[src/rtl/bcpe_pkg.sv]
// Package for the Bezier curve point evaluation unit.
// Holds the item types, command codes and fixed-point widths.
// No dependencies.
package bcpe_pkg;

    localparam int POINT_W    = 32;
    localparam int T_W        = 16;
    localparam int GUARD_BITS = 8;
    localparam int WORK_W     = POINT_W + GUARD_BITS;

    localparam logic [1:0] CMD_CLEAR    = 2'd0;
    localparam logic [1:0] CMD_APPEND   = 2'd1;
    localparam logic [1:0] CMD_EVALUATE = 2'd2;

    localparam logic STATUS_OK    = 1'b0;
    localparam logic STATUS_EMPTY = 1'b1;

    typedef struct packed {
        logic [1:0]                command;
        logic signed [POINT_W-1:0] point_value;
        logic [T_W-1:0]            t_fraction;
    } in_item_t;

    typedef struct packed {
        logic signed [POINT_W-1:0] curve_value;
        logic                      status;
    } out_item_t;

endpackage

[src/rtl/bcpe_ram.sv]
// Generic single-clock RAM with one write port and one registered read port.
// Used for the control point store and the interpolation work buffer.
// No dependencies.
module bcpe_ram #(
    parameter int WIDTH = 32,
    parameter int DEPTH = 16
) (
    input  logic                     clk,
    input  logic                     we,
    input  logic [$clog2(DEPTH)-1:0] waddr,
    input  logic [WIDTH-1:0]         wdata,
    input  logic [$clog2(DEPTH)-1:0] raddr,
    output logic [WIDTH-1:0]         rdata
);

    logic [WIDTH-1:0] mem [DEPTH];

    always_ff @(posedge clk)
    begin
        if (we)
        begin
            mem[waddr] <= wdata;
        end
        rdata <= mem[raddr];
    end

endmodule

[src/rtl/bezier_curve_point_eval_unit.sv]
// Top level of the Bezier curve point evaluation unit (de Casteljau, one multiplier).
// Depends on bcpe_pkg and bcpe_ram.
//
// Channel    Signals                   Direction  Handshake
// request    start, busy, request      in         accepted when start is high and busy is low
// response   done, response            out        valid for one cycle while done is high
//
// Clear, append and unused commands finish at the accepting edge and leave busy low.
// Evaluate on an empty store gives its item in the cycle after it is accepted, also without busy.
// Evaluate keeps busy high while it copies the points into the work buffer and then runs
// the interpolation steps in turn on the single shared multiplier and work buffer read port.
// Reset is asynchronous and active low and empties the store; the receiver cannot stall.
module bezier_curve_point_eval_unit #(
    parameter int MAX_POINTS = 16
) (
    input  logic               clk,
    input  logic               rst_n,
    input  logic               start,
    output logic               busy,
    input  bcpe_pkg::in_item_t request,
    output logic               done,
    output bcpe_pkg::out_item_t response
);

    localparam int IW = $clog2(MAX_POINTS);
    localparam int CW = $clog2(MAX_POINTS + 1);
    localparam int WW = bcpe_pkg::WORK_W;
    localparam int PW = WW + 1 + bcpe_pkg::T_W + 1;
    localparam int SW = 4;

    localparam logic [SW-1:0] ST_IDLE = 4'd0;
    localparam logic [SW-1:0] ST_COPY = 4'd1;
    localparam logic [SW-1:0] ST_RDA  = 4'd2;
    localparam logic [SW-1:0] ST_LDA  = 4'd3;
    localparam logic [SW-1:0] ST_RDB  = 4'd4;
    localparam logic [SW-1:0] ST_LDB  = 4'd5;
    localparam logic [SW-1:0] ST_MUL  = 4'd6;
    localparam logic [SW-1:0] ST_ADD  = 4'd7;
    localparam logic [SW-1:0] ST_RDF  = 4'd8;
    localparam logic [SW-1:0] ST_LDF  = 4'd9;

    logic [SW-1:0] state_reg, state_next;
    logic [CW-1:0] count_reg, count_next;
    logic [CW-1:0] i_reg, i_next;
    logic [CW-1:0] k_reg, k_next;
    logic [IW-1:0] j_reg, j_next;
    logic          done_reg, done_next;

    logic [bcpe_pkg::T_W-1:0] t_reg, t_next;
    logic signed [WW-1:0]     prev_reg, prev_next;
    logic signed [WW-1:0]     b_reg, b_next;
    logic signed [WW:0]       d_reg, d_next;
    logic signed [PW-1:0]     mul_reg, mul_next;
    bcpe_pkg::out_item_t      out_reg, out_next;

    logic                 cp_we;
    logic [IW-1:0]        cp_waddr;
    logic [IW-1:0]        cp_raddr;
    logic [31:0]          cp_rdata;
    logic                 wk_we;
    logic [IW-1:0]        wk_waddr;
    logic [WW-1:0]        wk_wdata;
    logic [IW-1:0]        wk_raddr;
    logic [WW-1:0]        wk_rdata;

    logic                 accept;
    logic signed [WW-1:0] cp_ext;
    logic signed [WW-1:0] wk_val;
    logic signed [PW-1:0] mul_full;
    logic signed [PW-1:0] rnd;
    logic signed [PW-1:0] delta;
    logic signed [WW-1:0] interp;
    logic signed [WW:0]   fin_sum;
    logic signed [WW:0]   fin_shift;
    logic [IW-1:0]        j_plus1;
    logic [CW-1:0]        i_minus1;

    assign accept   = start && (state_reg == ST_IDLE);
    assign busy     = (state_reg != ST_IDLE);
    assign done     = done_reg;
    assign response = out_reg;

    assign cp_ext   = WW'($signed(cp_rdata)) <<< bcpe_pkg::GUARD_BITS;
    assign wk_val   = $signed(wk_rdata);
    assign mul_full = PW'(d_reg) * PW'($signed({1'b0, t_reg}));
    assign rnd      = mul_reg + PW'(32'sd32768);
    assign delta    = rnd >>> bcpe_pkg::T_W;
    assign interp   = prev_reg + delta[WW-1:0];
    assign fin_sum  = (WW + 1)'(wk_val) + (WW + 1)'(128);
    assign fin_shift = fin_sum >>> bcpe_pkg::GUARD_BITS;
    assign j_plus1  = j_reg + IW'(1);
    assign i_minus1 = i_reg - CW'(1);

    assign cp_we    = accept && (request.command == bcpe_pkg::CMD_APPEND)
                      && (count_reg < CW'(MAX_POINTS));
    assign cp_waddr = count_reg[IW-1:0];
    assign cp_raddr = i_reg[IW-1:0];

    always_comb
    begin
        wk_we    = 1'b0;
        wk_waddr = j_reg;
        wk_wdata = interp;
        wk_raddr = '0;
        if (state_reg == ST_COPY)
        begin
            wk_we    = (i_reg != '0);
            wk_waddr = i_minus1[IW-1:0];
            wk_wdata = cp_ext;
        end
        else if (state_reg == ST_ADD)
        begin
            wk_we = 1'b1;
        end
        if (state_reg == ST_RDB)
        begin
            wk_raddr = j_plus1;
        end
    end

    always_comb
    begin
        state_next = state_reg;
        count_next = count_reg;
        i_next     = i_reg;
        k_next     = k_reg;
        j_next     = j_reg;
        done_next  = 1'b0;
        t_next     = t_reg;
        prev_next  = prev_reg;
        b_next     = b_reg;
        d_next     = d_reg;
        mul_next   = mul_reg;
        out_next   = out_reg;
        case (state_reg)
            ST_IDLE:
            begin
                if (accept)
                begin
                    case (request.command)
                        bcpe_pkg::CMD_CLEAR:
                        begin
                            count_next = '0;
                        end
                        bcpe_pkg::CMD_APPEND:
                        begin
                            if (count_reg < CW'(MAX_POINTS))
                            begin
                                count_next = count_reg + CW'(1);
                            end
                        end
                        bcpe_pkg::CMD_EVALUATE:
                        begin
                            t_next = request.t_fraction;
                            if (count_reg == '0)
                            begin
                                done_next            = 1'b1;
                                out_next.curve_value = '0;
                                out_next.status      = bcpe_pkg::STATUS_EMPTY;
                            end
                            else
                            begin
                                i_next     = '0;
                                state_next = ST_COPY;
                            end
                        end
                        default:
                        begin
                        end
                    endcase
                end
            end
            ST_COPY:
            begin
                if (i_reg == count_reg)
                begin
                    k_next     = count_reg;
                    state_next = (count_reg == CW'(1)) ? ST_RDF : ST_RDA;
                end
                else
                begin
                    i_next = i_reg + CW'(1);
                end
            end
            ST_RDA:
            begin
                state_next = ST_LDA;
            end
            ST_LDA:
            begin
                prev_next  = wk_val;
                j_next     = '0;
                state_next = ST_RDB;
            end
            ST_RDB:
            begin
                state_next = ST_LDB;
            end
            ST_LDB:
            begin
                b_next     = wk_val;
                d_next     = (WW + 1)'(wk_val) - (WW + 1)'(prev_reg);
                state_next = ST_MUL;
            end
            ST_MUL:
            begin
                mul_next   = mul_full;
                state_next = ST_ADD;
            end
            ST_ADD:
            begin
                prev_next = b_reg;
                if (CW'(j_reg) + CW'(2) < k_reg)
                begin
                    j_next     = j_plus1;
                    state_next = ST_RDB;
                end
                else
                begin
                    k_next     = k_reg - CW'(1);
                    state_next = (k_reg == CW'(2)) ? ST_RDF : ST_RDA;
                end
            end
            ST_RDF:
            begin
                state_next = ST_LDF;
            end
            ST_LDF:
            begin
                done_next       = 1'b1;
                out_next.status = bcpe_pkg::STATUS_OK;
                if (fin_shift > (WW + 1)'(33'sh0_7FFF_FFFF))
                begin
                    out_next.curve_value = 32'sh7FFF_FFFF;
                end
                else if (fin_shift < -(WW + 1)'(33'sh0_8000_0000))
                begin
                    out_next.curve_value = 32'sh8000_0000;
                end
                else
                begin
                    out_next.curve_value = fin_shift[31:0];
                end
                state_next = ST_IDLE;
            end
            default:
            begin
                state_next = ST_IDLE;
            end
        endcase
    end

    always_ff @(posedge clk or negedge rst_n)
    begin
        if (!rst_n)
        begin
            state_reg <= ST_IDLE;
            count_reg <= '0;
            i_reg     <= '0;
            k_reg     <= '0;
            j_reg     <= '0;
            done_reg  <= 1'b0;
        end
        else
        begin
            state_reg <= state_next;
            count_reg <= count_next;
            i_reg     <= i_next;
            k_reg     <= k_next;
            j_reg     <= j_next;
            done_reg  <= done_next;
        end
    end

    always_ff @(posedge clk)
    begin
        t_reg    <= t_next;
        prev_reg <= prev_next;
        b_reg    <= b_next;
        d_reg    <= d_next;
        mul_reg  <= mul_next;
        out_reg  <= out_next;
    end

    bcpe_ram #(
        .WIDTH (bcpe_pkg::POINT_W),
        .DEPTH (MAX_POINTS)
    ) u_point_ram (
        .clk   (clk),
        .we    (cp_we),
        .waddr (cp_waddr),
        .wdata (request.point_value),
        .raddr (cp_raddr),
        .rdata (cp_rdata)
    );

    bcpe_ram #(
        .WIDTH (WW),
        .DEPTH (MAX_POINTS)
    ) u_work_ram (
        .clk   (clk),
        .we    (wk_we),
        .waddr (wk_waddr),
        .wdata (wk_wdata),
        .raddr (wk_raddr),
        .rdata (wk_rdata)
    );

endmodule
[config.mk]
export PLATFORM = sky130hd
export DESIGN_NAME = bezier_curve_point_eval_unit
export DESIGN_NICKNAME = d
export VERILOG_FILES = /design/src/rtl/bcpe_pkg.sv /design/src/rtl/bcpe_ram.sv /design/src/rtl/bezier_curve_point_eval_unit.sv
export SDC_FILE = /design/constraint.sdc
export NUM_CORES = 2
export LEC_CHECK = 0
export ABC_AREA = 1
export BUFFER_PORTS_ARGS = -buffer_cell sky130_fd_sc_hd__buf_2
export CAP_MARGIN = 20
export CORE_MARGIN = 2
export CORE_UTILIZATION = 65
export DETAILED_ROUTE_END_ITERATION = 8
export GPL_TIMING_DRIVEN = 0
export PLACE_DENSITY_LB_ADDON = 0.08
export SETUP_SLACK_MARGIN = 0.02
export SYNTH_ARGS = -nofsm -noshare
export SYNTH_HDL_FRONTEND = slang
export SYNTH_HIERARCHICAL = 1
export SYNTH_SLANG_ARGS = --single-unit
[constraint.sdc]
create_clock -name clk -period 7.8 [get_ports clk]
set_input_delay 1.17 -clock clk [delete_from_list [all_inputs] [get_ports clk]]
set_output_delay 1.17 -clock clk [all_outputs]
set_load 0.1 [all_outputs]
# Word level (Yosys, flattened, before mapping)
# Memory sizes are Yosys's and may differ from the RTL's. A register that Yosys moved wholly into a read port is not among the register bits.
# Cells that the tools add are included.
# W data, S select, Z words.
# totals
regBits,250
ram_bits,1152
out_inout_bits,35
n_memories,2
# op_classes
add_sub_neg,10
multipliers,1
magnitude_cmp,4
eq_ne,23
n_mux,40
reduce_logical,20
# memory_table
memory,depth,width,read_ports,rd_clocked_by_memory_dff,wr,line_no,source
u_work_ram.mem,16,40,1,1,1,bcpe_ram.sv:16,logic [WIDTH-1:0] mem [DEPTH];
u_point_ram.mem,16,32,1,1,1,bcpe_ram.sv:16,
# ops
op,count
$mux W33,3
$pmux W40 S2,1
$pmux W33 S2,1
$mux W32,2
$add A56 B17 Y56 const B,1
$mul A41 B17 Y56,1
$add A40 B9 Y41 const B,1
$sub A40 B40 Y41,1
$add A40 B40 Y40,1
$mux W4,10
$mux W40,1
$pmux W4 S9,1
$mux W5,7
$gt A33 B32 Y1 const B,1
$lt A33 B32 Y1 const B,1
$pmux W5 S2,3
$eq A4 B3 Y1 const B,4
$reduce_and A4 Y1,3
$add A5 B1 Y5 const B,2
$ne A2 B1 Y1 const B,5
$reduce_bool A2 Y1,5
$mux W1,9
$eq A4 B2 Y1 const B,2
$eq A4 B4 Y1 const B,2
24 further kinds,30

# Longest topological paths before layout
# logic_depth
depth_word,6
depth_mapped,30
depth_no_buf,28

# By module
# Netlist, hierarchy kept.
# by_module_without_submodules
mod,n_inst,cells_per_inst,area_per_inst_um2
bezier_curve_point_eval_unit,1,5059,39261.4
bcpe_ram (u_work_ram),1,2645,28359.7
bcpe_ram (u_point_ram),1,2120,22738.1

# Worst setup path after synthesis
# No wires, ideal clock.
# synth_timing
kind,register to register
start,register d_reg[22]
end,register mul_reg[43] (data pin)
setup_time_ns,0.259
arrival_time_ns,5.515
required_ns,7.541
slack_ns,2.026
path_stages_with_launch,23
path_cell_list,edfxtp_1 -> clkbuf_1 -> clkbuf_1 -> nand2_1 -> fa_1 -> fa_1 -> fa_1 -> inv_1 -> fa_1 -> fa_1 -> inv_1 -> fa_1 -> inv_1 -> ha_1 -> a21oi_1 -> inv_1 -> a21oi_1 -> a21boi_0 -> o21ai_0 -> a21oi_1 -> o21ai_0 -> a21oi_1 -> xnor2_1
# synth_between
elab_chain_len,1
# synth_rtl
element,line_no,source
start: declaration,bezier_curve_point_eval_unit.sv:52,"logic signed [WW:0] d_reg, d_next;"
start signal: assignment,bezier_curve_point_eval_unit.sv:280,d_reg <= d_next;
$mul A41 B17 Y56,bezier_curve_point_eval_unit.sv:85,"assign mul_full = PW'(d_reg) * PW'($signed({1'b0, t_reg}));"
net mul_full[43],bezier_curve_point_eval_unit.sv:69,logic signed [PW-1:0] mul_full;
end signal: assignment,bezier_curve_point_eval_unit.sv:281,mul_reg <= mul_next;
end: declaration,bezier_curve_point_eval_unit.sv:53,"logic signed [PW-1:0] mul_reg, mul_next;"
# The timed path passes the listed nets, and every way through them passes these cells.
# A chain may end at the register's enable or synchronous reset.

# Final worst setup path
# layout_timing
start,register t_reg[13] in the netlist's numbering
end,register mul_reg[43] (data pin)
# layout_between
elab_chain_len,1
# layout_rtl
element,line_no,source
start: declaration,bezier_curve_point_eval_unit.sv:49,"logic [bcpe_pkg::T_W-1:0] t_reg, t_next;"
start signal: assignment,bezier_curve_point_eval_unit.sv:277,t_reg <= t_next;
$mul A41 B17 Y56,bezier_curve_point_eval_unit.sv:85,
net mul_full[43],bezier_curve_point_eval_unit.sv:69,
# The timed path passes the listed nets, and every way through them passes these cells.

==> flow_summary_export.csv <==
group,metric,value,unit
routing,ant_nets,0,
clock_tree,ctsHoldBuffers,0,
sta,slew_violations,0,
synth,postSynthCellCount,9824,
floorplan,die_height,377,um
synth,synth-async-reset-ratio,1.64,%
floorplan,num_rows,136,
sta,finalSetupViolations,0,
critical_path,required,8320,ps
routing,drt_iter0_drc,9535,
cells_and_area,top_regs,"u_work_ram/mem x640, u_point_ram/mem x512",
placed_design,port_buffers,87,
clock_tree,cts-root-buf,"clkbuf_16",
grt,grt_use_met3,10.6,%
cells_and_area,fin_nets,11000,
synth,synth.yosys.seq_area_share,47.6,%
placed_design,place_inst,11800,
critical_path,crit_path_frequent_cell,"fa_1",
cells_and_area,drive_above_1_share,7.10,%
synth,syn_avg_cell_area,9.20,um2
grt,grt_util_all_layers,41.1,%
sta,worstMarginPinSlew,1280,ps
cells_and_area,fillers,10100,
critical_path,cp-end-kind,"flip-flop",
critical_path,cp.arrival,8190,ps
clock_tree,clock_latency,820,ps
synth,synth_edf_count,1363,
critical_path,worst_path_max_delay_cell,"clkbuf_1",
routing,drc,0,
sta,hold_viol,0,
placed_design,preCtsSetupSlack,161,ps
floorplan,start_util,65.6,%
synth,syn-cell-area,90400,um2
sta,fin_tns_setup,0,ps
floorplan,io_pins,88,
clock_tree,post_cts_buffers,0,
clock_tree,htree_levels,4,
placed_design,dpl.hpwl,215000,um
run_status,outcome,"finished, final reports clean",
grt,grt_use_met2,62.1,%
synth,synth_fp_nets,10700,
clock_tree,ctsResizeCount,0,
sta,worst_slack,127,ps
critical_path,worstPathMaxFanout,10,
critical_path,crit_buf_inv,3,
clock_tree,clk_path_buf_depth,3,
critical_path,cp_slowest_stage_delay,820,ps
critical_path,start_kind,"flip-flop",
floorplan,fp.coreArea,138000,um2
min_path,hold_path.class,"input pin to async pin",
synth,yosysUniqueCellTypes,59,
routing,firstDrtPassIters,7,
sta,final.setup_skew,58.5,ps
grt,grt_pass1_wl,426000,um
routing,drt_wl_total,289000,um
routing,vias_per_cell,5.86,
grt,grt_max_degree,38,
critical_path,path_cells,"clkbuf_1 -> clkbuf_1 -> nand2_1 -> fa_1 -> inv_1 -> fa_1 -> fa_1 -> fa_1 -> fa_1 -> fa_1 -> ha_1 -> a21oi_1 -> o21ai_0 -> a21boi_0 -> o21ai_0 -> a21oi_1 -> o21ai_0 -> a21oi_1 -> xnor2_1",
clock_tree,numCtsBuffers,150,
sta,finalCritPeriodShare,98.4,%
synth,yosys_warnings,6,
cells_and_area,regMostFlops,"u_work_ram/mem",
grt,antenna_found_initial,17,
grt,grt_remaining_overflow,0,
run,max-cap-violations,0,
floorplan,die_x,377,um
sta,fmax,130,MHz
grt,grt_pass1_vias,69800,
sta,fin_crit,7670,ps
placed_design,place_congestion,1.03,
routing,routedWlPerCell,24.0,um
synth,synth-main-ff-cell,"edfxtp_1",
floorplan,die_area,142000,um2
cells_and_area,fin_cells,12100,
sta,maxSlewHeadroom,14.6,%
routing,via_count,70600,
synth,synth_seq_cells,1459,
clock_tree,cts_sinks,1459,
cells_and_area,area_growth,10.1,%
grt,use_met1,53.9,%
clock_tree,cts_tree,"done",
cells_and_area,largest_reg_flops,640,
sta,rsz0062_at_grt,"no",
clock_tree,clk_pin_slew,60,ps
grt,top_usage_layer,"met2",
critical_path,crit_family,"adder cells",
critical_path,crit_type,"flip-flop to flip-flop",
## metal layers
| metal | vias up | wire length [um] |
|---|---|---|
| met5 | - | 34 |
| met4 | 4 | 20200 |
| met3 | 980 | 38000 |
| met2 | 4704 | 127000 |
| met1 | 33700 | 104000 |
| li1 | 31200 | - |
## layout by cell type (no fill, tap or decap), drive strengths merged, types with 8 or more instances in the layout
| cell | instances |
|---|---|
| and3 | 11 |
| dfrtp | 24 |
| nor4 | 20 |
| a21oi | 207 |
| dfxtp | 72 |
| inv | 2136 |
| a21o | 20 |
| o21ai | 175 |
| edfxtp | 1363 |
| diode | 10 |
| nand4 | 31 |
| xor2 | 99 |
| o21bai | 13 |
| o211ai | 8 |
| ha | 223 |
| buf | 360 |
| clkbuf | 399 |
| nand2 | 2825 |
| a31oi | 43 |
| nor2 | 378 |
| fa | 603 |
| clkinv | 64 |
| o21a | 13 |
| nand3 | 1000 |
| or2 | 18 |
| xnor2 | 46 |
| bufinv | 14 |
| nor3 | 40 |
## synthesized netlist by cell type (24+ instances only)
cell / number / area share [%]
a21oi_1: 177 / 0.98
a21oi_2: 30 / 0.29
a31oi_1: 43 / 0.30
buf_1: 27 / 0.11
buf_2: 107 / 0.59
buf_6: 67 / 0.83
clkbuf_1: 203 / 0.84
dfrtp_1: 24 / 0.66
dfxtp_1: 72 / 1.6
edfxtp_1: 1363 / 45
fa_1: 603 / 13
ha_1: 223 / 3.1
inv_1: 2123 / 8.8
nand2_1: 2798 / 12
nand2_2: 24 / 0.17
nand3_1: 996 / 5.5
nand4_1: 31 / 0.21
nor2_1: 363 / 1.5
nor3_1: 37 / 0.20
o21ai_0: 167 / 0.92
xnor2_1: 46 / 0.45
xor2_1: 99 / 0.96
## path summary, 6_finish.rpt
path | from | endpoint | slack [ps] | cells after the start
max reg2reg | t_reg[13] | mul_reg[43] | 130 | 19
max | t_reg[13] | mul_reg[43] | 130 | 19
min | rst_n | done | 430 | 1
min in group clk | b_reg[3] | prev_reg[3] | 530 | 2
min reg2reg | b_reg[3] | prev_reg[3] | 530 | 2
max in group asynchronous | rst_n | state_reg[0] | 6850 | 1
## layout make-up
type,count,area (um2),share of cell area [%]
Antenna cell,10,25.0,0.0252
Buffer,421,2330,2.35
Clock buffer,192,3970,3.99
Clock inverter,86,1060,1.06
Inverter,2133,8010,8.06
Multi-Input combinational cell,5811,37400,37.6
Sequential cell,1459,43000,43.2
Tap cell,1794,2240,2.26
Timing Repair Buffer,146,1460,1.47
## per-stage QoR
step           hold slack (ps)  utilization, %  cell area, um2
6_report                   432            72.2           99500
5_1_grt                    457            72.2           99400
4_1_cts                    407            72.2           99400
3_5_place_dp               509            68.5           94300
3_3_place_gp               498            67.6           93000
2_1_floorplan              408               -           90400
## cell families (layout without fill, tap and decap cells)
group / Yosys count / in the layout / share of synthesized area, %
AND/OR/NAND/NOR: 4331 / 4331 / 19.9
buffers and inverters: 2554 / 2978 / 11.4
flip-flops: 1459 / 1459 / 47.6
adder cells (fa/ha/maj): 826 / 826 / 16.4
AO/OA/AOI/OAI: 509 / 509 / 3.26
XOR/XNOR: 145 / 145 / 1.41
other: 0 / 10 / 0
Power is left out: the tool's default activity adds up to more than one toggle a clock period on the data nets, which glitch-free logic cannot reach.
